## src/rtl/bmo_pkg.sv

```systemverilog
// shared types and constants for the 3x3 binary morphology block
package bmo_pkg;

  localparam int PIX_W      = 8;
  localparam int IMG_W_W    = 11;
  localparam int IMG_H_W    = 13;
  localparam int ROW_W      = 13;
  localparam int MIN_SIZE   = 3;
  localparam int MAX_HEIGHT = 4096;
  localparam int APB_AW     = 4;
  localparam int APB_DW     = 32;

  localparam logic [PIX_W-1:0] PIX_HIGH = 8'd255;
  localparam logic [PIX_W-1:0] PIX_LOW  = 8'd0;

  // request kinds
  localparam logic REQ_PIXEL = 1'b0;
  localparam logic REQ_FLUSH = 1'b1;

  // spread modes
  localparam logic MODE_SPREAD_HIGH = 1'b0;
  localparam logic MODE_SPREAD_LOW  = 1'b1;

  // register indexes
  localparam logic [1:0] REG_IMAGE_WIDTH  = 2'd0;
  localparam logic [1:0] REG_IMAGE_HEIGHT = 2'd1;
  localparam logic [1:0] REG_SPREAD_MODE  = 2'd2;

  typedef logic [PIX_W-1:0] pix_t;
  typedef pix_t [2:0][2:0] win_t;

  typedef struct packed {
    logic [IMG_W_W-1:0] image_width;
    logic [IMG_H_W-1:0] image_height;
    logic               spread_mode;
  } cfg_t;

  // one request on its way through the window stage
  typedef struct packed {
    logic has;
    logic last;
    logic c_zero;
    logic c_one;
    logic top_ok;
    logic bot_ok;
    logic mode;
    pix_t pixel;
  } item_t;

endpackage

```

## src/rtl/bmo_window.sv

```systemverilog
// 3x3 window register, spread evaluation and output register
module bmo_window #(
  parameter int MAX_WIDTH = 1024
) (
  input  logic                          clk,
  input  logic                          rst,
  input  logic                          item_go,
  input  bmo_pkg::item_t                item,
  input  logic [$clog2(MAX_WIDTH)-1:0]  item_col,
  output logic                          item_ready,
  input  bmo_pkg::pix_t                 top_q,
  input  bmo_pkg::pix_t                 mid_q,
  output logic                          wr_en,
  output logic [$clog2(MAX_WIDTH)-1:0]  wr_addr,
  output bmo_pkg::pix_t                 wr_upper,
  output bmo_pkg::pix_t                 wr_middle,
  output logic                          out_valid,
  input  logic                          out_ready,
  output bmo_pkg::pix_t                 out_pixel,
  output logic                          out_last
);
  import bmo_pkg::*;

  localparam int AW = $clog2(MAX_WIDTH);

  logic          s1_valid;
  item_t         s1_item;
  logic [AW-1:0] s1_col;
  win_t          win;
  win_t          win_next;
  win_t          src;
  logic          s1_move;
  pix_t          target;
  logic          hit;
  logic [2:0]    row_en;
  logic [2:0]    col_en;
  pix_t          result;

  assign s1_move    = s1_valid && (!s1_item.has || !out_valid || out_ready);
  assign item_ready = !s1_valid || s1_move;

  assign wr_en     = s1_move;
  assign wr_addr   = s1_col;
  assign wr_upper  = mid_q;
  assign wr_middle = s1_item.pixel;

  always_comb begin
    for (int i = 0; i < 3; i++) begin
      win_next[i][0] = win[i][1];
      win_next[i][1] = win[i][2];
    end
    win_next[0][2] = top_q;
    win_next[1][2] = mid_q;
    win_next[2][2] = s1_item.pixel;
  end

  always_comb begin
    // on a column wrap the centre is the last column still in the old window
    src    = s1_item.c_zero ? win : win_next;
    target = (s1_item.mode == MODE_SPREAD_LOW) ? PIX_LOW : PIX_HIGH;
    row_en = {s1_item.bot_ok, 1'b1, s1_item.top_ok};
    col_en = {2'b11, !s1_item.c_zero && !s1_item.c_one};
    hit    = 1'b0;
    for (int i = 0; i < 3; i++) begin
      for (int j = 0; j < 3; j++) begin
        if (row_en[i] && col_en[j] && (src[i][j] == target)) begin
          hit = 1'b1;
        end
      end
    end
    if (hit) begin
      result = target;
    end else if (s1_item.c_zero) begin
      result = src[1][2];
    end else begin
      result = src[1][1];
    end
  end

  always_ff @(posedge clk) begin
    if (rst) begin
      s1_valid <= 1'b0;
    end else if (item_go) begin
      s1_valid <= 1'b1;
    end else if (s1_move) begin
      s1_valid <= 1'b0;
    end
  end

  always_ff @(posedge clk) begin
    if (item_go) begin
      s1_item <= item;
      s1_col  <= item_col;
    end
  end

  always_ff @(posedge clk) begin
    if (rst) begin
      win <= '0;
    end else if (s1_move) begin
      win <= win_next;
    end
  end

  always_ff @(posedge clk) begin
    if (rst) begin
      out_valid <= 1'b0;
    end else if (s1_move && s1_item.has) begin
      out_valid <= 1'b1;
    end else if (out_ready) begin
      out_valid <= 1'b0;
    end
  end

  always_ff @(posedge clk) begin
    if (s1_move && s1_item.has) begin
      out_pixel <= result;
      out_last  <= s1_item.last;
    end
  end

endmodule

```

## config.mk

```make
export PLATFORM = sky130hd
export DESIGN_NAME = bmo_window
export DESIGN_NICKNAME = d
export VERILOG_FILES = /design/src/rtl/bmo_pkg.sv /design/src/rtl/bmo_window.sv
export SDC_FILE = /design/constraint.sdc
export NUM_CORES = 1
export LEC_CHECK = 0
export BUFFER_PORTS_ARGS = -buffer_cell sky130_fd_sc_hd__buf_2
export CAP_MARGIN = 10
export CORE_AREA = 5 5 106 108
export CTS_CLUSTER_SIZE = 28
export DETAILED_ROUTE_END_ITERATION = 16
export DIE_AREA = 0 0 111 113
export GPL_TIMING_DRIVEN = 0
export HOLD_SLACK_MARGIN = 0.06
export PLACE_DENSITY_LB_ADDON = 0.12
export SLEW_MARGIN = 30
export SYNTH_ARGS = -nofsm -noshare
export SYNTH_HDL_FRONTEND = slang
export SYNTH_SLANG_ARGS = --single-unit
```

## constraint.sdc

```tcl
create_clock -name clk -period 5.2 [get_ports clk]
set_input_delay 1.3 -clock clk [delete_from_list [all_inputs] [get_ports clk]]
set_output_delay 1.3 -clock clk [all_outputs]
set_load 0.01 [all_outputs]
```

* Yosys cells after proc, flatten, opt, wreduce, memory -nomap -nowiden
Cells that the tools add are included.
** Storage, ports and cells
- Bits in registers :: 108
- Bits in latches :: 0
- Memory bits (writable) :: 0
- Memory bits (read-only) :: 0
- Input bits :: 45
- Output and inout port bits :: 38
- Logic and storage cells :: 70
- Memories kept :: 0
** Operators by class
- Add/subtract/negate cells :: 0
- Multiply operators :: 0
- Div/mod/pow operators :: 0
- Magnitude comparators :: 0
- Equality and inequality tests :: 9
- Shift operators :: 0
- Mux-type cells :: 17
- Bitwise gates (word level) :: 0
- Reduce and logical (&&, ||, !) cells :: 22
** Operator list (count)
- 8-bit equality test :: 9
- 72-bit 2-to-1 mux :: 1
- 8-bit 2-to-1 mux :: 3
- 1-bit 2-to-1 mux :: 13
- 1-bit logical AND :: 12
- 1-bit logical NOT :: 5
- 2-bit nonzero test :: 2
- 1-bit logical OR :: 3

* Longest topological paths before layout
- Depth in word-level cells :: 14
- Gate-level depth with buffers :: 7
- Gate-level depth less buffers :: 6

* Worst setup path after synthesis
Ideal clock, no wire load.
- Path type :: input-to-output
- Start :: in out_ready
- End :: out wr_en
- Data arrival time :: 1982 ps
- Data required time :: 3900 ps
- Path slack :: 1918 ps
- Stages on the path :: 5
- Path buffers :: 1
- Cell sequence :: nor2b_1 > nand2_1 > nand2_1 > inv_2 > buf_1
** On the way
- Word-level cells in the longest chain between the ends :: 2
** Ends and longest elaborated chain
- start: declaration :: line bmo_window.sv:18 : input logic out_ready,
- 1-bit logical OR :: line bmo_window.sv:39 : assign s1_move = s1_valid && (!s1_item.has || !out_valid || out_ready);
- 1-bit logical AND :: line bmo_window.sv:39
- end: declaration :: line bmo_window.sv:13 : output logic wr_en,
Every way passes these cells.

* Worst setup path in the final report
Same ends and word-level chain as after synthesis.

==> run_results.csv <==
group,metric,value,unit
job,max_cap_viol_count,0,
sta,timing.fmax,254,MHz
layout,area_growth,22.5,%
global_route,grt_pass1_wl,14000,um
die,core,10100,sq um
global_route,grt_use_met3,4.55,%
clock_tree,root_buffer,"clkbuf_8",
sta,fin_setup_tns,0,ns
setup_path,worstSetupStartpointType,"input port",
sta,rsz0062_at_grt,"no",
setup_path,worst-endpoint-arrival,2.64,ns
outcome,status,"finished, final reports clean",
layout,drive_gt1_share,25.6,%
sta,max-slew-margin-rel,60.5,%
synthesis,synth.area.top_cells,"edfxtp_1, dfxtp_1, nand2_1",
clock_tree,path_clk_slew,0.08,ns
synthesis,synth_area,3490,sq um
hold_path,whs_path_depth,0,
placement,gp_congestion,0.822,
clock_tree,clkLatencyLatePin,0.35,ns
power,pwr_density_cell,330,nW/um^2
die,die_x,111,um
synthesis,syn_area_per_cell,9.50,sq um
clock_tree,cts_resized,0,
synthesis,async_flop_share,0,%
setup_path,cp_max_fo,9,
power,power.leakage,1.56,nW
clock_tree,cts_setup_buffers,0,
drt,wirelength,8710,um
power,ir_drop,0.145,mV
setup_path,crit_required,3.90,ns
clock_tree,cts_tree,"done",
placement,pre_cts_ws,1.21,ns
drt,drt-pass1-iter-count,4,
drt,final_antenna_net_count,0,
synthesis,ys_types,34,
synthesis,synth.most_common_cell,"nand2_1",
hold_path,min_path_type,"flip-flop to flip-flop",
synthesis,synth_warnings,0,
drt,wl_per_cell,14.5,um
synthesis,yosysTopAreaCell,"edfxtp_1",
synthesis,ys_seq_area_share,58.0,%
sta,final_hold_viol_count,0,
global_route,grt.overflow.total,0,
setup_path,crit_type,"input port to primary output",
sta,worst_slack,1.26,ns
die,start_util,34.4,%
clock_tree,clock-sinks,84,
sta,tightest_slew,0.593,ns
clock_tree,htreeDepth,3,
clock_tree,cts_buffer_depth,2,
synthesis,ys_ff_latch,84,
layout,nets,504,
global_route,use_met2,22.5,%
setup_path,rr_worst_depth,7,
sta,min_period,3.94,ns
die,die_h,113,um
placement,post-dp-hpwl,6550,um
layout,finalInstanceArea,4270,sq um
placement,dpl_cell_area,4060,sq um
global_route,met1_usage,17.6,%
drt,num_vias,2879,
synthesis,synth_common_cells,"nand2_1, dfxtp_1, a21oi_1, edfxtp_1",
die,rows,37,
drt,vias_per_cell,4.80,
clock_tree,cts_buffers,9,
drt,drc,0,
die,die-area,12500,sq um
synthesis,syn_inst,367,
sta,setup_viol,0,
synthesis,ys.flop_type,"dfxtp_1",
global_route,grt_pass1_vias,2823,
layout,diodes,0,
sta,skew,0.0105,ns
global_route,grt.busiest_layer,"met2",
sta,maxSlewViolCount,0,
drt,initialDrtViolationCount,122,
sta,fin_crit_sh,75.8,%
die,pin_count,83,
global_route,grt_usage,14.0,%
synthesis,synth_top_area_share,29.3,%
clock_tree,ctsHoldBuffers,0,
placement,portBuffers,81,
global_route,antenna_found_initial,0,
synthesis,synth_edf_count,34,
synthesis,syn-num-nets,412,
global_route,grt_max_degree,27,
setup_path,end_kind,"primary output",
[metrics by stage]
| stage | cells | hold WS, ns | utilization (%) | power [mW] |
|---|---|---|---|---|
| global placement | 584 | 0.401 | 40.1 | 0.929 |
| detailed placement | 584 | 0.414 | 40.1 | 0.931 |
| floorplan | 367 | 0.400 | - | 0.857 |
| CTS | 600 | 0.434 | 42.1 | 1.43 |
| global route | 600 | 0.447 | 42.1 | 1.48 |
| finish | 600 | 0.427 | 42.1 | 1.41 |
[cells in the final DEF, fill, tap and decap left out, drive strengths merged, types with 3 or more instances in the layout]
cell type	synthesis	final
and4b	5	5
nor4	10	10
inv	12	12
a21oi	49	49
nand2	99	99
a31oi	10	10
nand4b	3	3
nor2	5	5
nand3	8	8
nor4b	5	5
dfxtp	50	50
nand4	11	11
o21ai	6	6
clkbuf	16	27
nor3	8	8
edfxtp	34	34
buf	24	105
[worst max-delay path, stage by stage]
cell	delay, ns
buf_2	0.09
nor2b_1	0.18
nand2_1	0.09
nand2_1	0.32
inv_2	0.19
buf_1	0.25
buf_2	0.20
[cell families (layout without fill, tap and decap cells)]
logic type      Yosys count  after routing  share of synthesized area [%]
compound gates           72             72                           12.3
flops                    84             84                           58.0
simple gates            159            159                           21.9
buf+inv                  52            149                           7.75
[flip-flops by register name, summed over array words and instances, names as in the netlist]
name / flops
wr_middle: 8
wr_addr: 10
out_last: 1
row_en: 2
win: 48
s1_valid: 1
s1_item: 5
out_valid: 1
out_pixel: 8
[power by group]
group / total [mW] / switching, mW / internal [mW] / leakage, nW
clock network: 0.496 / 0.227 / 0.269 / 0.101
logic: 0.166 / 0.0946 / 0.0711 / 0.724
registers: 0.748 / 0.0239 / 0.724 / 0.734
total: 1.41 / 0.346 / 1.06 / 1.56
[final timing paths]
kind                    start  slack [ns]            to
hold reg to reg   s1_item[13]        0.43      out_last
setup reg to reg   s1_item[8]        3.06  out_pixel[0]
hold / removal    s1_item[13]        0.43      out_last
setup / recovery    out_ready        1.26         wr_en
[per-layer routing]
metal / wire (um) / part of all wire (%)
met5: 0 / 0
met4: 130 / 1.5
met3: 659 / 7.6
met2: 3970 / 46
met1: 3950 / 45
[layout make-up]
type | count | area (sq um)
repair buffers | 81 | 405
multi-input cells | 231 | 1190
inverters | 12 | 45.0
clock buffers | 11 | 131
flip-flops and latches | 84 | 2020
fillers | 988 | 5870
well taps | 136 | 170
plain buffers | 40 | 225
clock inverters | 5 | 76.3
Note: power is estimated with default switching activity, not from simulation.
