### config.mk
export PLATFORM = sky130hd
export DESIGN_NAME = bmo_scan_ctrl
export DESIGN_NICKNAME = d
export VERILOG_FILES = /design/src/rtl/bmo_pkg.sv /design/src/rtl/bmo_scan_ctrl.sv
export SDC_FILE = /design/constraint.sdc
export NUM_CORES = 1
export LEC_CHECK = 0
export BUFFER_PORTS_ARGS = -buffer_cell sky130_fd_sc_hd__buf_2
export CORE_MARGIN = 10
export CORE_UTILIZATION = 52
export DETAILED_ROUTE_END_ITERATION = 16
export GPL_ROUTABILITY_DRIVEN = 0
export PLACE_DENSITY = 0.77
export SYNTH_ARGS = -nofsm -noshare
export SYNTH_HDL_FRONTEND = slang
export SYNTH_SLANG_ARGS = --single-unit
### constraint.sdc
create_clock -name clk -period 4.6 [get_ports clk]
set_clock_uncertainty 0.15 [all_clocks]
set_input_delay 0.46 -clock clk [delete_from_list [all_inputs] [get_ports clk]]
set_output_delay 0.46 -clock clk [all_outputs]
set_load 0.05 [all_outputs]
### src/rtl/bmo_pkg.sv
// shared types and constants for the 3x3 binary morphology block
package bmo_pkg;

  localparam int PIX_W      = 8;
  localparam int IMG_W_W    = 11;
  localparam int IMG_H_W    = 13;
  localparam int ROW_W      = 13;
  localparam int MIN_SIZE   = 3;
  localparam int MAX_HEIGHT = 4096;
  localparam int APB_AW     = 4;
  localparam int APB_DW     = 32;

  localparam logic [PIX_W-1:0] PIX_HIGH = 8'd255;
  localparam logic [PIX_W-1:0] PIX_LOW  = 8'd0;

  // request kinds
  localparam logic REQ_PIXEL = 1'b0;
  localparam logic REQ_FLUSH = 1'b1;

  // spread modes
  localparam logic MODE_SPREAD_HIGH = 1'b0;
  localparam logic MODE_SPREAD_LOW  = 1'b1;

  // register indexes
  localparam logic [1:0] REG_IMAGE_WIDTH  = 2'd0;
  localparam logic [1:0] REG_IMAGE_HEIGHT = 2'd1;
  localparam logic [1:0] REG_SPREAD_MODE  = 2'd2;

  typedef logic [PIX_W-1:0] pix_t;
  typedef pix_t [2:0][2:0] win_t;

  typedef struct packed {
    logic [IMG_W_W-1:0] image_width;
    logic [IMG_H_W-1:0] image_height;
    logic               spread_mode;
  } cfg_t;

  // one request on its way through the window stage
  typedef struct packed {
    logic has;
    logic last;
    logic c_zero;
    logic c_one;
    logic top_ok;
    logic bot_ok;
    logic mode;
    pix_t pixel;
  } item_t;

endpackage

### src/rtl/bmo_scan_ctrl.sv
// raster position counters, frame setup latch and per-request border flags
module bmo_scan_ctrl #(
  parameter int MAX_WIDTH = 1024
) (
  input  logic                          clk,
  input  logic                          rst,
  input  bmo_pkg::cfg_t                 cfg,
  input  logic                          accept,
  input  logic                          req_type,
  input  logic [7:0]                    pixel_in,
  output logic                          item_go,
  output bmo_pkg::item_t                item,
  output logic [$clog2(MAX_WIDTH)-1:0]  item_col
);
  import bmo_pkg::*;

  localparam int AW = $clog2(MAX_WIDTH);
  localparam int WW = $clog2(MAX_WIDTH + 1);
  localparam int CW = (WW > IMG_W_W) ? WW : IMG_W_W;

  logic [WW-1:0]      cur_w;
  logic [IMG_H_W-1:0] cur_h;
  logic               cur_mode;
  logic [ROW_W-1:0]   row;
  logic [AW-1:0]      col;

  logic [CW-1:0]      w_ext;
  logic [WW-1:0]      clamp_w;
  logic [IMG_H_W-1:0] clamp_h;
  logic [WW-1:0]      eff_w;
  logic [IMG_H_W-1:0] eff_h;
  logic               eff_mode;
  logic               idle;
  logic               in_frame;
  logic               ignore;
  logic [WW-1:0]      col_inc;
  logic               c_zero;

  assign w_ext = CW'(cfg.image_width);

  always_comb begin
    if (w_ext < CW'(MIN_SIZE)) begin
      clamp_w = WW'(MIN_SIZE);
    end else if (w_ext > CW'(MAX_WIDTH)) begin
      clamp_w = WW'(MAX_WIDTH);
    end else begin
      clamp_w = w_ext[WW-1:0];
    end
    if (cfg.image_height < IMG_H_W'(MIN_SIZE)) begin
      clamp_h = IMG_H_W'(MIN_SIZE);
    end else if (cfg.image_height > IMG_H_W'(MAX_HEIGHT)) begin
      clamp_h = IMG_H_W'(MAX_HEIGHT);
    end else begin
      clamp_h = cfg.image_height;
    end
  end

  assign idle     = (row == '0) && (col == '0);
  assign eff_w    = idle ? clamp_w : cur_w;
  assign eff_h    = idle ? clamp_h : cur_h;
  assign eff_mode = idle ? cfg.spread_mode : cur_mode;
  // a pixel past the frame's end counts as flush
  assign in_frame = row < eff_h;
  assign ignore   = (req_type == REQ_FLUSH) && in_frame;
  assign item_go  = accept && !ignore;
  assign col_inc  = WW'(col) + WW'(1);
  assign c_zero   = (col == '0);
  assign item_col = col;

  always_comb begin
    item.has    = (row >= ROW_W'(2)) || ((row == ROW_W'(1)) && !c_zero);
    item.last   = (row == ROW_W'(eff_h + IMG_H_W'(1))) && c_zero;
    item.c_zero = c_zero;
    item.c_one  = (col == AW'(1));
    // centre row is row-2 on a column wrap, else row-1
    item.top_ok = c_zero ? (row > ROW_W'(2)) : (row > ROW_W'(1));
    item.bot_ok = c_zero ? (row <= eff_h) : (row < eff_h);
    item.mode   = eff_mode;
    item.pixel  = in_frame ? pixel_in : PIX_LOW;
  end

  always_ff @(posedge clk) begin
    if (rst) begin
      cur_w    <= WW'(256);
      cur_h    <= IMG_H_W'(256);
      cur_mode <= MODE_SPREAD_HIGH;
      row      <= '0;
      col      <= '0;
    end else if (item_go) begin
      if (idle) begin
        cur_w    <= clamp_w;
        cur_h    <= clamp_h;
        cur_mode <= cfg.spread_mode;
      end
      if (item.last) begin
        row <= '0;
        col <= '0;
      end else if (col_inc >= eff_w) begin
        row <= row + ROW_W'(1);
        col <= '0;
      end else begin
        col <= col_inc[AW-1:0];
      end
    end
  end

endmodule

[Word level (Yosys, flattened, before mapping)]
Index checks and enable logic that the tools add are counted.
Storage, ports and cells
  register bits: 48
  input bits: 37
  output and inout port bits: 26
  word-level logic and storage cells: 47
Cells by class
  add/subtract/negate cells: 3
  $lt $le $gt $ge: 10
  eq/ne operators: 3
  mux-type cells: 14
  reduce and logical (&&, ||, !) cells: 12
Operators by type and width (count)
  two-way mux 13 bit: 5
  two-way mux 11 bit: 3
  adder 13 x 1 -> 13 bit, second input constant: 2
  two-way mux 10 bit: 2
  == test 13 x 1 -> 1 bit, second input constant: 1
  == test 13 bit: 1
  >= comparator 13 x 2 -> 1 bit, second input constant: 1
  greater-than comparator 13 x 1 -> 1 bit, second input constant: 1
  greater-than comparator 13 bit, second input constant: 1
  greater-than comparator 13 x 2 -> 1 bit, second input constant: 1
  less-or-equal comparator 13 bit: 1
  zero test 13 bit: 1
  < comparator 13 bit: 1
  < comparator 13 x 2 -> 1 bit, second input constant: 1
  adder 10 x 1 -> 11 bit, second input constant: 1
  >= comparator 11 bit: 1
  greater-than comparator 11 bit, second input constant: 1
  < comparator 11 x 2 -> 1 bit, second input constant: 1
  == test 10 x 1 -> 1 bit, second input constant: 1
  zero test 10 bit: 1
  two-way mux 8 bit: 1
  logical AND 1 bit: 5
  two-way mux 1 bit: 3
  zero test 1 bit: 2
  3 further kinds: 3

[Logic depth before layout (Yosys ltp)]
  word-level depth: 9
  gate-level depth with buffers: 23

[Worst setup path after synthesis]
No wires, ideal clock.
  path type: flip-flop to output port
  from: register col[0], in the netlist item_col[0]
  to: output item_go
  arrival time: 4508 ps
  data required time: 3990 ps
  setup slack: -518 ps
  cell stages (with the launch flop): 22
  buffers on the path: 4
  cells stage by stage: dfxtp_1 -> inv_1 -> ha_1 -> nor4b_1 -> and4_1 -> clkbuf_4 -> nand2_4 -> clkbuf_1 -> nand2_1 -> o21ai_0 -> inv_1 -> ha_1 -> nand3_1 -> o221ai_1 -> a21oi_1 -> o21a_1 -> o21ai_0 -> a21oi_1 -> a21bo_2 -> inv_1 -> clkbuf_1 -> clkbuf_1
On the way
  word-level cells in the longest chain between the ends: 7
RTL lines
  start: declaration: RTL line bmo_scan_ctrl.sv:25  | logic [AW-1:0] col;
  start signal: assignment: RTL line bmo_scan_ctrl.sv:102  | col <= col_inc[AW-1:0];
  zero test 10 bit: RTL line bmo_scan_ctrl.sv:58  | assign idle = (row == '0) && (col == '0);
  logical AND 1 bit: RTL line bmo_scan_ctrl.sv:58
  two-way mux 13 bit
  via eff_h[1]: RTL line bmo_scan_ctrl.sv:31  | logic [IMG_H_W-1:0] eff_h;
  < comparator 13 bit: RTL line bmo_scan_ctrl.sv:63  | assign in_frame = row < eff_h;
  logical AND 1 bit: RTL line bmo_scan_ctrl.sv:64  | assign ignore = (req_type == REQ_FLUSH) && in_frame;
  zero test 1 bit: RTL line bmo_scan_ctrl.sv:65  | assign item_go = accept && !ignore;
  logical AND 1 bit: RTL line bmo_scan_ctrl.sv:65
  end: declaration: RTL line bmo_scan_ctrl.sv:11  | output logic item_go,
The timed path passes the listed nets, and every way through them passes these cells.

[Worst setup path after layout]
  from: register col[5], in the netlist item_col[5]
  to: output item_go
On the way
  word-level cells in the longest chain between the ends: 7
RTL lines (RTL line)
  zero test 10 bit: bmo_scan_ctrl.sv:58
  logical AND 1 bit: bmo_scan_ctrl.sv:58
  two-way mux 13 bit
  < comparator 13 bit: bmo_scan_ctrl.sv:63
  logical AND 1 bit: bmo_scan_ctrl.sv:64
  zero test 1 bit: bmo_scan_ctrl.sv:65
  logical AND 1 bit: bmo_scan_ctrl.sv:65
Every way passes these cells.

==> impl_metrics.tcl <==
set metrics [dict create \
    status "complete, no violations" \
    dp_slack_ns 0.145 \
    path_clk_slew_ns 0.10 \
    ios 63 \
    vdd_drop_max_mv 0.138 \
    power.share.sequential_pct 40.0 \
    critPathMaxStageDelay_ns 0.55 \
    comb_power_share_pct 35.7 \
    grt.total_usage_pct 19.5 \
    drc 0 \
    antenna_left 0 \
    hold_viol 0 \
    synth_area_leader_cell "dfxtp_1" \
    hp-class "flop to flop" \
    dp_hpwl_um 8870 \
    core-area_mm2 0.00721 \
    seq_area_frac_synth_pct 25.0 \
    cts_root_buffer "clkbuf_8" \
    layout-drive-gt1-share_pct 26.0 \
    cts-htree-levels 2 \
    synth_top_family_by_area "simple AND/OR/NAND/NOR gates" \
    n_antenna_cell 0 \
    antenna_found_initial 0 \
    synthAdderAreaFrac_pct 10.4 \
    grt_setup_unrepaired "no" \
    synthSimpleGateAreaFrac_pct 28.0 \
    cap_viol_max_count 0 \
    numCtsBuffers 5 \
    power.net_switching_mw 0.418 \
    routed_wl_um 11400 \
    die-height_um 106 \
    synth_edf_count 0 \
    detail_route.first_pass.iterations 5 \
    ys_types 77 \
    crit_arrival_ns 3.87 \
    period_share_pct 97.4 \
    p_leak_nw 1.98 \
    path_class "flop to output pin" \
    syn_avg_cell_area_um2 8.01 \
    grt_max_degree 33 \
    synthXorXnorAreaFrac_pct 7.68 \
    critical_path.top_delay_family "compound AO/OA/AOI/OAI gates" \
    worst-path-max-fanout 11 \
    clockBufferDepth 2 \
    start_kind "flop" \
    tritoncts "done" \
    wl_per_cell_um 17.2 \
    vias 4051 \
    slew_headroom_pct 56.1 \
    crit_slowest_cell "or4_4" \
    grt_pass1_vias 3792 \
    port_buffers 62 \
    synth_compound_area_share_pct 22.4 \
    grt_overflow 0 \
    fin_crit_ns 4.48 \
    powerDensity_mw_per_mm2 247 \
    p_int_mw 0.710 \
    synth.area.top_cells "dfxtp_1 (25%), ha_1 (10%), nor2_1 (5.8%)" \
    synth_mux_area_share_pct 1.46 \
    timing.fmax_mhz 223 \
    dieWidth_um 106 \
    crit_chain "or4_4 -> or2_4 -> nor2_2 -> buf_6 -> a31o_4 -> inv_1 -> ha_1 -> a21o_1 -> a21o_1 -> a21oi_1 -> o21a_1 -> o21ai_0 -> a21oi_1 -> a21bo_2 -> clkinvlp_4 -> buf_2" \
    synth_area_mm2 0.00385 \
    die-area_mm2 0.0112 \
    rows 31 \
    swShare_pct 37.1 \
    synth_top_area_share_pct 25.0 \
    setup_slack_ns 0.119 \
    worst_pin_slew_ns 0.659 \
    vias_per_cell 6.14 \
    clock_sinks 48 \
    syn_to_final_growth_pct 18.8 \
    grt_pass1_wl_um 18500 \
    yosys-top-cells-count "nor2_1 (59), dfxtp_1 (48), nand2_1 (33), ha_1 (32)" \
    synthFlopType "dfxtp_1" \
    synthCells 480 \
    first_iter_violations 283 \
    yosysWarnings 0 \
    end_kind "output pin" \
    clkPwrFrac_pct 24.3 \
    syn-num-nets 549 \
    finalSetupViolCount 0 \
    worstPathRequired_ns 3.99 \
    setup_tns_ns 0 \
    yosysMostFrequentCell "nor2_1" \
    async_flop_share_pct 0 \
    start_util_pct 53.3 \
    ys_ff_latch 48 \
    crit_buf_inv 4 \
    nNetsFinal 629 \
    final_max_slew_viol_count 0 \
    clock_latency_ns 0.31 \
]
-- layout make-up --
class | count | area (um2)
multi-input combinational | 389 | 2730
fill | 656 | 2650
sequential | 48 | 965
timing repair buffer | 98 | 589
tap | 99 | 124
clock buffer | 7 | 86.3
inverter | 18 | 71.3
clock inverter | 1 | 7.51
-- sequential cells by signal, summed over array words and instances (netlist names) --
name / count
cur_h: 13
cur_w: 11
cur_mode: 1
item_col: 10
row: 13
-- repair_timing --
item / CTS / global route
buffers inserted: 1 / 2
resized for setup: 2 / 9
pin swaps: 0 / 1
endpoints found under the setup margin: 2 / 29
hold buffers: 0 / 0
-- path summary, 6_finish.rpt --
path	endpoint	cells past startpoint	slack, ns	from
setup / recovery	item_go	16	0.12	item_col[5]
hold / removal	cur_mode	2	0.33	cur_mode
setup reg to reg	row[11]	16	0.22	item_col[9]
hold reg to reg	cur_mode	2	0.33	cur_mode
-- logic make-up (layout without fill, tap and decap cells) --
logic type,count (synthesis),count (layout)
adders and majority gates,32,32
buffers and inverters,43,124
and+or+nand+nor,204,204
muxes,5,5
DFF,48,48
AOI/OAI and AO/OA,116,116
xor gates and xnor gates,32,32
-- per-layer routing --
metal / global-route usage, % / vias to the layer above / routed length [um]
met2: 30.7 / 191 / 5030
met3: 4.29 / 22 / 1020
li1: - / 1922 / -
met5: 0 / - / 0
met4: 5.13 / 0 / 199
met1: 26.2 / 1916 / 5110
-- worst reg2reg max path, stage by stage (launching register included) --
cell	delay, ns
dfxtp_1	0.36
or4_4	0.54
nor3_2	0.22
nand4_1	0.27
and2_1	0.29
ha_1	0.31
nand3_1	0.10
o221ai_1	0.17
a21oi_1	0.09
o21a_1	0.16
o21ai_0	0.14
a21oi_1	0.11
a21bo_2	0.25
or3_1	0.49
nor4_2	0.40
xnor2_1	0.17
nor2_1	0.05
-- power by group through the flow --
stage                     Combinational, mW  Sequential [mW]  Clock, mW
final                                 0.402            0.451      0.274
after CTS                             0.389            0.451      0.275
after global placement                0.377            0.459          0
after detailed placement              0.386            0.460          0
after floorplan                       0.277            0.461          0
after global routing                  0.440            0.454      0.291
-- layout by cell type, fill, tap and decap left out, types with 4 or more instances in the layout --
| cell type | count |
|---|---|
| o21ai_0 | 11 |
| a21oi_1 | 22 |
| dfxtp_1 | 45 |
| a211oi_1 | 22 |
| and2_1 | 11 |
| ha_1 | 32 |
| and3_1 | 8 |
| inv_1 | 17 |
| xnor2_1 | 19 |
| nand2_1 | 33 |
| nand4_1 | 15 |
| a22oi_1 | 8 |
| a211o_1 | 5 |
| buf_2 | 60 |
| nor2_1 | 59 |
| nor3_1 | 13 |
| and4_1 | 4 |
| nand3_1 | 22 |
| o21a_1 | 4 |
| buf_4 | 35 |
| clkbuf_8 | 6 |
| xor2_1 | 11 |
| and3_2 | 4 |
| a21o_1 | 6 |
| nor4_1 | 8 |
-- through the flow --
stage	instances	hold WS (ns)	cell area (um2)	total power [mW]	util, %
2_1_floorplan	480	0.286	3860	0.738	-
3_3_place_gp	649	0.298	4410	0.836	61.1
5_1_grt	660	0.335	4570	1.18	63.3
6_report	660	0.327	4570	1.13	63.3
3_5_place_dp	649	0.311	4410	0.846	61.1
4_1_cts	658	0.325	4510	1.11	62.5
(Power assumes the default switching activity.)
