File: config.mk
export PLATFORM = sky130hd
export DESIGN_NAME = bmo_cfg_regs
export DESIGN_NICKNAME = d
export VERILOG_FILES = /design/src/rtl/bmo_pkg.sv /design/src/rtl/bmo_cfg_regs.sv
export SDC_FILE = /design/constraint.sdc
export NUM_CORES = 1
export LEC_CHECK = 0
export BUFFER_PORTS_ARGS = -buffer_cell sky130_fd_sc_hd__buf_2
export CORE_ASPECT_RATIO = 2
export CORE_MARGIN = 2
export CORE_UTILIZATION = 41
export DETAILED_ROUTE_END_ITERATION = 10
export GPL_TIMING_DRIVEN = 0
export HOLD_SLACK_MARGIN = 0.02
export MAX_ROUTING_LAYER = met4
export PLACE_DENSITY = 0.84
export RECOVER_POWER = 25
export SETUP_SLACK_MARGIN = 0.15
export SLEW_MARGIN = 20
export SYNTH_ARGS = -nofsm -noshare
export SYNTH_HDL_FRONTEND = slang
export SYNTH_SLANG_ARGS = --single-unit
export TNS_END_PERCENT = 50
File: constraint.sdc
create_clock -name clk -period 1.3 [get_ports clk]
set_input_delay 0.26 -clock clk [delete_from_list [all_inputs] [get_ports clk]]
set_output_delay 0.26 -clock clk [all_outputs]
set_load 0.02 [all_outputs]
File: src/rtl/bmo_pkg.sv
// shared types and constants for the 3x3 binary morphology block
package bmo_pkg;

  localparam int PIX_W      = 8;
  localparam int IMG_W_W    = 11;
  localparam int IMG_H_W    = 13;
  localparam int ROW_W      = 13;
  localparam int MIN_SIZE   = 3;
  localparam int MAX_HEIGHT = 4096;
  localparam int APB_AW     = 4;
  localparam int APB_DW     = 32;

  localparam logic [PIX_W-1:0] PIX_HIGH = 8'd255;
  localparam logic [PIX_W-1:0] PIX_LOW  = 8'd0;

  // request kinds
  localparam logic REQ_PIXEL = 1'b0;
  localparam logic REQ_FLUSH = 1'b1;

  // spread modes
  localparam logic MODE_SPREAD_HIGH = 1'b0;
  localparam logic MODE_SPREAD_LOW  = 1'b1;

  // register indexes
  localparam logic [1:0] REG_IMAGE_WIDTH  = 2'd0;
  localparam logic [1:0] REG_IMAGE_HEIGHT = 2'd1;
  localparam logic [1:0] REG_SPREAD_MODE  = 2'd2;

  typedef logic [PIX_W-1:0] pix_t;
  typedef pix_t [2:0][2:0] win_t;

  typedef struct packed {
    logic [IMG_W_W-1:0] image_width;
    logic [IMG_H_W-1:0] image_height;
    logic               spread_mode;
  } cfg_t;

  // one request on its way through the window stage
  typedef struct packed {
    logic has;
    logic last;
    logic c_zero;
    logic c_one;
    logic top_ok;
    logic bot_ok;
    logic mode;
    pix_t pixel;
  } item_t;

endpackage

File: src/rtl/bmo_cfg_regs.sv
// apb register file for frame size and spread mode
module bmo_cfg_regs (
  input  logic                          clk,
  input  logic                          rst,
  input  logic                          psel,
  input  logic                          penable,
  input  logic                          pwrite,
  input  logic [bmo_pkg::APB_AW-1:0]    paddr,
  input  logic [bmo_pkg::APB_DW-1:0]    pwdata,
  output logic [bmo_pkg::APB_DW-1:0]    prdata,
  output logic                          pready,
  output bmo_pkg::cfg_t                 cfg
);
  import bmo_pkg::*;

  logic [1:0] reg_idx;
  logic       wr_strobe;

  assign reg_idx   = paddr[3:2];
  assign wr_strobe = psel && penable && pwrite;
  assign pready    = 1'b1;

  always_ff @(posedge clk) begin
    if (rst) begin
      cfg.image_width  <= IMG_W_W'(256);
      cfg.image_height <= IMG_H_W'(256);
      cfg.spread_mode  <= MODE_SPREAD_HIGH;
    end else if (wr_strobe) begin
      unique case (reg_idx)
        REG_IMAGE_WIDTH:  cfg.image_width  <= pwdata[IMG_W_W-1:0];
        REG_IMAGE_HEIGHT: cfg.image_height <= pwdata[IMG_H_W-1:0];
        REG_SPREAD_MODE:  cfg.spread_mode  <= pwdata[0];
        default: ;
      endcase
    end
  end

  always_comb begin
    unique case (reg_idx)
      REG_IMAGE_WIDTH:  prdata = APB_DW'(cfg.image_width);
      REG_IMAGE_HEIGHT: prdata = APB_DW'(cfg.image_height);
      REG_SPREAD_MODE:  prdata = APB_DW'(cfg.spread_mode);
      default:          prdata = '0;
    endcase
  end

endmodule

* Word level (Yosys, flattened, before mapping) *
Index checks and enable logic that the tools add are counted.

operators by class
  equal/unequal tests = 2
  reductions and logical operators = 6
  mux-type cells = 1

operators with widths
  cell                                            number
  case mux 13 bit (3 select lines)                1
  AND reduction 2 bit                             3
  == test 2 x 1 -> 1 bit (second input constant)  1
  == test 2 bit (second input constant)           1
  logical AND 1 bit                               2
  zero test 2 bit                                 1

storage, ports and cells
  bits of input ports = 41
  output and inout bits = 58
  flip-flop bits (word level) = 25

* Longest topological paths before layout *
Gate-level depths: netlist of the first run.

  depth after elaboration = 3
  depth in mapped cells = 4

* Worst setup path after synthesis of the first run *
No wires, ideal clock.

  kind = register to output
  from = register cfg[1] (netlist name)
  to = output port prdata[0] (netlist name)
  setup slack = 0.013 ns
  data required time = 1.040 ns
  stages on the path, launching flop included = 3
  data arrival time = 1.027 ns
  path buffers = 0
  path through = dfxtp_1 > mux2i_1 > o21ai_0

between the ends
  longest elaborated chain between the ends = 1

RTL lines
  item                              line                source
  start: declaration                bmo_cfg_regs.sv:12  output bmo_pkg::cfg_t cfg
  case mux 13 bit (3 select lines)  bmo_cfg_regs.sv:39  unique case (reg_idx)
  end: declaration                  bmo_cfg_regs.sv:10  output logic [bmo_pkg::APB_DW-1:0] prdata,

Every way passes these cells.

* Final worst setup path of the first run *
Ends and elaborated chain as after synthesis.

==> results of run 1 <==
==> per-layer routing <==
metal,wire (um),track usage (%),vias to the layer above
met3,183,1.452,4
met1,1279,19.23,576
li1,-,-,632
met4,61,8.289,0
met5,0,-,-
met2,1969,33.42,52
==> final cells by class <==
| class | instances | area share [%] |
|---|---|---|
| Clock inverter | 1 | 0.2332 |
| Sequential cell | 25 | 24.72 |
| Timing Repair Buffer | 71 | 24.61 |
| Clock buffer | 3 | 1.924 |
| Multi-Input combinational cell | 114 | 36.91 |
| Buffer | 28 | 9.738 |
| Tap cell | 32 | 1.866 |
==> worst max path at each step <==
stage | from | end | slack (ns) | cells past startpoint
after floorplan | paddr[2] | prdata[4] | 0.15 | 3
after global placement | paddr[2] | prdata[2] | -0.21 | 5
after detailed placement | paddr[2] | prdata[2] | -0.21 | 5
after CTS | cfg[3]$_SDFFE_PP0P_ | prdata[2] | 0.08 | 3
after global routing | cfg[1]$_SDFFE_PP0P_ | prdata[0] | -0.02 | 3
final | cfg[1]$_SDFFE_PP0P_ | prdata[0] | 0.05 | 3
==> where the power goes <==
group | switching, mW | leakage [nW] | internal, mW
registers | 0.00682 | 0.212 | 0.776
clock network | 0.230 | 0.0255 | 0.214
logic | 0.162 | 0.833 | 0.148
==> worst max-delay path, cell delays in order, from the launching register on <==
cell,delay (ns)
dfxtp_2,0.35
mux2i_1,0.07
o21ai_1,0.14
buf_4,0.16
==> Yosys cell counts, drive strengths merged (2+ instances only) <==
library cell / number
buf: 23
dfxtp: 25
nor2b: 2
mux2i: 36
nor2: 13
conb: 2
nand2b: 35
clkbuf: 5
and2: 2
==> cell usage in the layout (no fill, tap or decap) <==
| cell type | instances |
|---|---|
| and2_1 | 2 |
| buf_16 | 1 |
| buf_2 | 22 |
| nor3b_4 | 1 |
| buf_12 | 1 |
| clkbuf_8 | 3 |
| buf_6 | 19 |
| or3_4 | 1 |
| nand4_1 | 1 |
| clkinv_2 | 1 |
| nand2_1 | 1 |
| dfxtp_1 | 1 |
| dfxtp_2 | 24 |
| nor2_1 | 9 |
| nor2b_1 | 2 |
| mux2i_2 | 1 |
| nor2_2 | 4 |
| clkbuf_1 | 14 |
| clkbuf_4 | 1 |
| conb_1 | 20 |
| o21ai_1 | 1 |
| nand2b_1 | 35 |
| mux2i_1 | 35 |
| nand3_1 | 1 |
| clkbuf_2 | 1 |
| buf_4 | 40 |
==> through the flow <==
stage / area, sq um / setup TNS (ns)
after floorplan: 1490 / 0
after global placement: 1810 / -2.051
after detailed placement: 1810 / -2.337
after CTS: 2031 / 0
after global routing: 2146 / -0.01571
final: 2146 / 0
==> timing repair <==
action,4_1_cts,5_1_grt
gates resized for setup,36,38
gates cloned,1,0
setup endpoints to repair,12,21
setup buffers,10,4
pin swaps,0,1
==> cell families after synthesis <==
kind of cell,Yosys count,share of synthesized area [%]
AOI/OAI and AO/OA,1,0.3540
buffers and inverters,28,13.91
DFF,25,35.43
muxes,36,25.51
other,2,0.5316
and+or+nand+nor,57,24.27
==> flow_summary.yaml, run 1 <==
clock_network:
  cts_tree: "built"
  numCtsBuffers: 3
  htree_levels: 1
  cts-root-buf: "clkbuf_8"
  clk_pin_slew_ns: 0.08
  postCtsHoldBufs: 0
  clock-sinks: 25
  clockBufferDepth: 2
  clk_latency_ns: 0.26
synthesis:
  yosysUniqueCellTypes: 17
  ys_async_sr_fraction_pct: 0
  synth_edf_count: 0
  synth_seq_area_share_pct: 35.43
  post-synth-top-area-cell: "dfxtp_1"
  syn-cell-area_sq_um: 1413
  synth_area_leaders: "dfxtp_1, mux2i_1, nand2b_1"
  synth_warnings: 0
  ys.flop_type: "dfxtp_1"
  synthCells: 149
  ys_seq_elements: 25
  avgSynthCellArea_sq_um: 9.481
  synth_top_area_share_pct: 35.43
layout:
  layout-drive-gt1-share_pct: 49.59
  largest-register: "cfg"
  fin_nets: 284
  top_regs: "cfg: 25 flops"
  multiInputGateArea_sq_um: 792.0
  largest_reg_flops: 25
  seq_area_sq_um: 530.5
  area_growth_pct: 51.90
  n_fill_cell: 282
  finalNonFillerCells: 274
  final_util_pct: 64.23
  n_antenna_cell: 0
worst_setup_path:
  r2r-start: "cfg[22]$_SDFFE_PP1P_"
  crit_type: "flip-flop to output pin"
  path_max_fanout: 3
  r2r_slack_ns: 0.57
  critPathLaunchType: "flip-flop"
  cp-end-kind: "output pin"
  ff2ff_path_depth: 3
  reg2reg_to: "cfg[22]$_SDFFE_PP1P_"
  cp.required_ns: 1.04
  cp.arrival_ns: 0.99
min_path:
  hold_path.class: "input port to flip-flop"
  hold_path_depth: 3
  min_to: "cfg[13]$_SDFFE_PP0P_"
  min-delay-start: "pwdata[12]"
status:
  status: "complete, no violations"
global_routing:
  grtUsageTotal_pct: 18.57
  grt_max_degree: 15
  antenna_found_initial: 0
  grt_pass1_wl_mm: 5.244
  grt-ovfl-total: 0
  grt_pass1_vias: 1179
placed_design:
  place_congestion: 0.7131
  dp_slack_ns: -0.2103
  io_buffers: 56
  dp.cells: 255
  place_hpwl_mm: 2.437
route:
  firstDrtPassIters: 4
  vias_per_cell: 4.613
  dr.first_iter.drc_count: 13
  drt.antenna.violating_nets: 0
  avgRoutedWirePerCell_um: 12.75
  vias: 1264
  drc: 0
  totalWireLength_mm: 3.494
pwr:
  power.total_mw: 1.537
  ir_drop_mv: 0.7352
  p_leak_nw: 1.071
  power_density_nw_per_um2: 716.1
floorplanning:
  core_area_sq_um: 3341
  start_util_pct: 42.28
  ioPinCount: 99
  die_h_um: 87.01
  die_x_um: 45.51
  rows: 30
  dieArea_sq_um: 3959
sta:
  fin_hold_ws_ns: 0.2464
  finalSetupViolCount: 0
  drv_slew: 0
  rsz0062_at_grt: "yes"
  setup_slack_ns: 0.05221
  post-route-min-period_ns: 1.248
  period_share_pct: 95.98
  fmax_mhz: 801.4
  fin_skew_ns: 0
  hold_viol: 0
flow_run:
  cap_viol_max_count: 0
No activity file was read; power rests on OpenSTA's default activity.
==> run 2, diff against run 1 <==
Settings changed: ABC_AREA set to 1, CORE_UTILIZATION 41 to 40, PLACE_DENSITY 0.84 to 0.83.
==> run 2 against run 1 <==
Net effect:
- count of clock-buffer cells in the layout is the same
- clock skew is the same
- largest power group unchanged
- sequential share of layout area grew 1.0 points
- via count grew 21%
- global-route usage grew 1.8 points
- design area shrank 7.6%
- non-clock buffer count shrank 2
- sequential cell count is the same
- critical path type is now input port to output pin
- hold slack lost 0.029 ns
==> flow_summary.yaml, run 2 <==
pwr:
  power.total_mw: 1.642
  p_leak_nw: 1.096
  ir_drop_mv: 0.6504
  power_density_nw_per_um2: 828.3
synthesis:
  yosysUniqueCellTypes: 18
  yosysMostFrequentCell: "nor2_1"
  synthCells: 199
  synth_area_leaders: "dfxtp_1, buf_4, nor2_1"
  avgSynthCellArea_sq_um: 6.872
  synth_top_area_share_pct: 36.60
  synth_common_cells: "nor2_1, nand2_1, nand3_1"
  ys.flop_type: "dfxtp_1"
  post-synth-top-area-cell: "dfxtp_1"
  ys_async_sr_fraction_pct: 0
  synth_warnings: 0
  synth_edf_count: 0
  ys_seq_elements: 25
  synth_seq_area_share_pct: 36.60
  syn-cell-area_sq_um: 1368
placed_design:
  place_hpwl_mm: 2.657
  placed_cell_area_sq_um: 1760
  place_congestion: 0.8400
  io_buffers: 57
clock_network:
  numCtsBuffers: 3
  clk_pin_slew_ns: 0.09
  htree_levels: 1
  cts_tree: "built"
  cts-root-buf: "clkbuf_8"
  clock-sinks: 25
  postCtsHoldBufs: 0
  clk_latency_ns: 0.27
  clockBufferDepth: 2
layout:
  fin_area_sq_um: 1982
  n_antenna_cell: 0
  largest_reg_flops: 25
  top_regs: "cfg: 25 flops"
  layout_commonest_cell: "nor2_1"
  layout-drive-gt1-share_pct: 39.93
  largest-register: "cfg"
  fin_nets: 330
  layout_common_cells: "nor2_1, buf_2, buf_4"
  n_fill_cell: 299
  area_growth_pct: 44.92
floorplanning:
  ioPinCount: 99
  die_x_um: 45.35
  die_h_um: 86.69
  core_area_sq_um: 3341
  start_util_pct: 40.94
  rows: 30
  dieArea_sq_um: 3931
worst_setup_path:
  crit_top_cell: "buf_6"
  critPathLaunchType: "input port"
  crit_chain: "buf_8, nor2_4, buf_6, a22o_1, buf_6"
  r2r_slack_ns: 0.62
  cp.required_ns: 1.04
  crit_type: "input port to output pin"
  cp-end-kind: "output pin"
  crit_family: "buffers and inverters"
  cp.arrival_ns: 0.99
  crit_path_max_incr_delay_ns: 0.19
  crit_buf_inv: 3
  path_max_fanout: 5
  crit_slowest_cell: "nor2_4"
global_routing:
  grtUsageTotal_pct: 20.42
  use_met2_pct: 37.27
  grt_pass1_wl_mm: 5.823
  top_usage_layer: "met2"
  grt_pass1_vias: 1378
  grt-ovfl-total: 0
  globalRouteMet3Util_pct: 2.917
  grt_max_degree: 15
  grtUsageMet1_pct: 18.43
  antenna_found_initial: 0
route:
  totalWireLength_mm: 3.914
  avgRoutedWirePerCell_um: 12.23
  dr.first_iter.drc_count: 51
  drc: 0
  vias_per_cell: 4.784
  vias: 1531
  firstDrtPassIters: 4
  drt.antenna.violating_nets: 0
sta:
  hold_viol: 0
  worst-slew-pin-transition_ns: 0.5174
  timing.slew.headroom_pct: 65.51
  drv_slew: 0
  rsz0062_at_grt: "yes"
  fin_skew_ns: 0
  post-route-min-period_ns: 1.255
  finalSetupViolCount: 0
  fmax_mhz: 797.1
  period_share_pct: 96.51
status:
  status: "complete, no violations"
min_path:
  hold_path.class: "input port to flip-flop"
flow_run:
  cap_viol_max_count: 0
[run 2: path summary, 6_finish.rpt]
| check | from | endpoint | cells after the start |
|---|---|---|---|
| hold / removal | pwdata[8] | cfg[9]$_SDFFE_PP1P_ | 3 |
| setup / recovery | paddr[3] | prdata[9] | 5 |
| hold reg to reg | cfg[17]$_SDFFE_PP0P_ | cfg[17]$_SDFFE_PP0P_ | 2 |
| setup reg to reg | cfg[16]$_SDFFE_PP0P_ | cfg[16]$_SDFFE_PP0P_ | 3 |
[run 2: through the flow]
step / hold slack, ns / instances / setup WS (ns) / utilization [%] / setup TNS, ns
global placement: 0.4735 / 306 / -0.1301 / 52.70 / -1.126
floorplan: 0.3862 / 217 / 0.1960 / - / 0
CTS: 0.2237 / 316 / 0.04538 / 58.31 / 0
detailed placement: 0.4920 / 306 / -0.1274 / 52.70 / -1.185
global route: 0.2624 / 320 / -0.00006517 / 59.33 / -0.00006517
finish: 0.2179 / 320 / 0.04542 / 59.33 / 0
[run 2: report_power, final]
part           switching [mW]  internal [mW]
Combinational           0.221          0.160
Sequential             0.0129          0.783
Clock                   0.250          0.214
[run 2: worst reg2reg max path, cell delays in order (launching register included)]
cell and delay (ns):
dfxtp_2 0.33, buf_4 0.13, nor2_1 0.09, nor2_1 0.05
[run 2: area by class of cell]
class	instances	area [sq um]	share of cell area (%)
Sequential cell	25	510.5	25.76
Clock buffer	3	41.29	2.083
Clock inverter	1	5.005	0.2525
Tap cell	32	40.04	2.020
Inverter	18	72.57	3.662
Buffer	30	227.7	11.49
Multi-Input combinational cell	144	653.1	32.95
Timing Repair Buffer	67	431.7	21.78
[run 2: cells by family (layout without fill, tap and decap cells)]
kind of cell,after synthesis,count (layout),synth area share (%)
and+or+nand+nor,111,111,34.58
buffers and inverters,48,119,20.77
DFF,25,25,36.60
AOI/OAI and AO/OA,13,13,7.502
other,2,20,0.5492
[run 2: timing repair]
action	CTS	global route
gates resized for setup	34	11
buffers inserted	4	4
endpoints found under the setup margin	13	13
pin swaps	7	4
cloned	2	0
[run 2: routing by layer]
layer | vias up | part of all wire [%]
li1 | 759 | -
met1 | 657 | 34
met2 | 93 | 54
met3 | 22 | 7.0
met4 | 0 | 5.4
met5 | - | 0
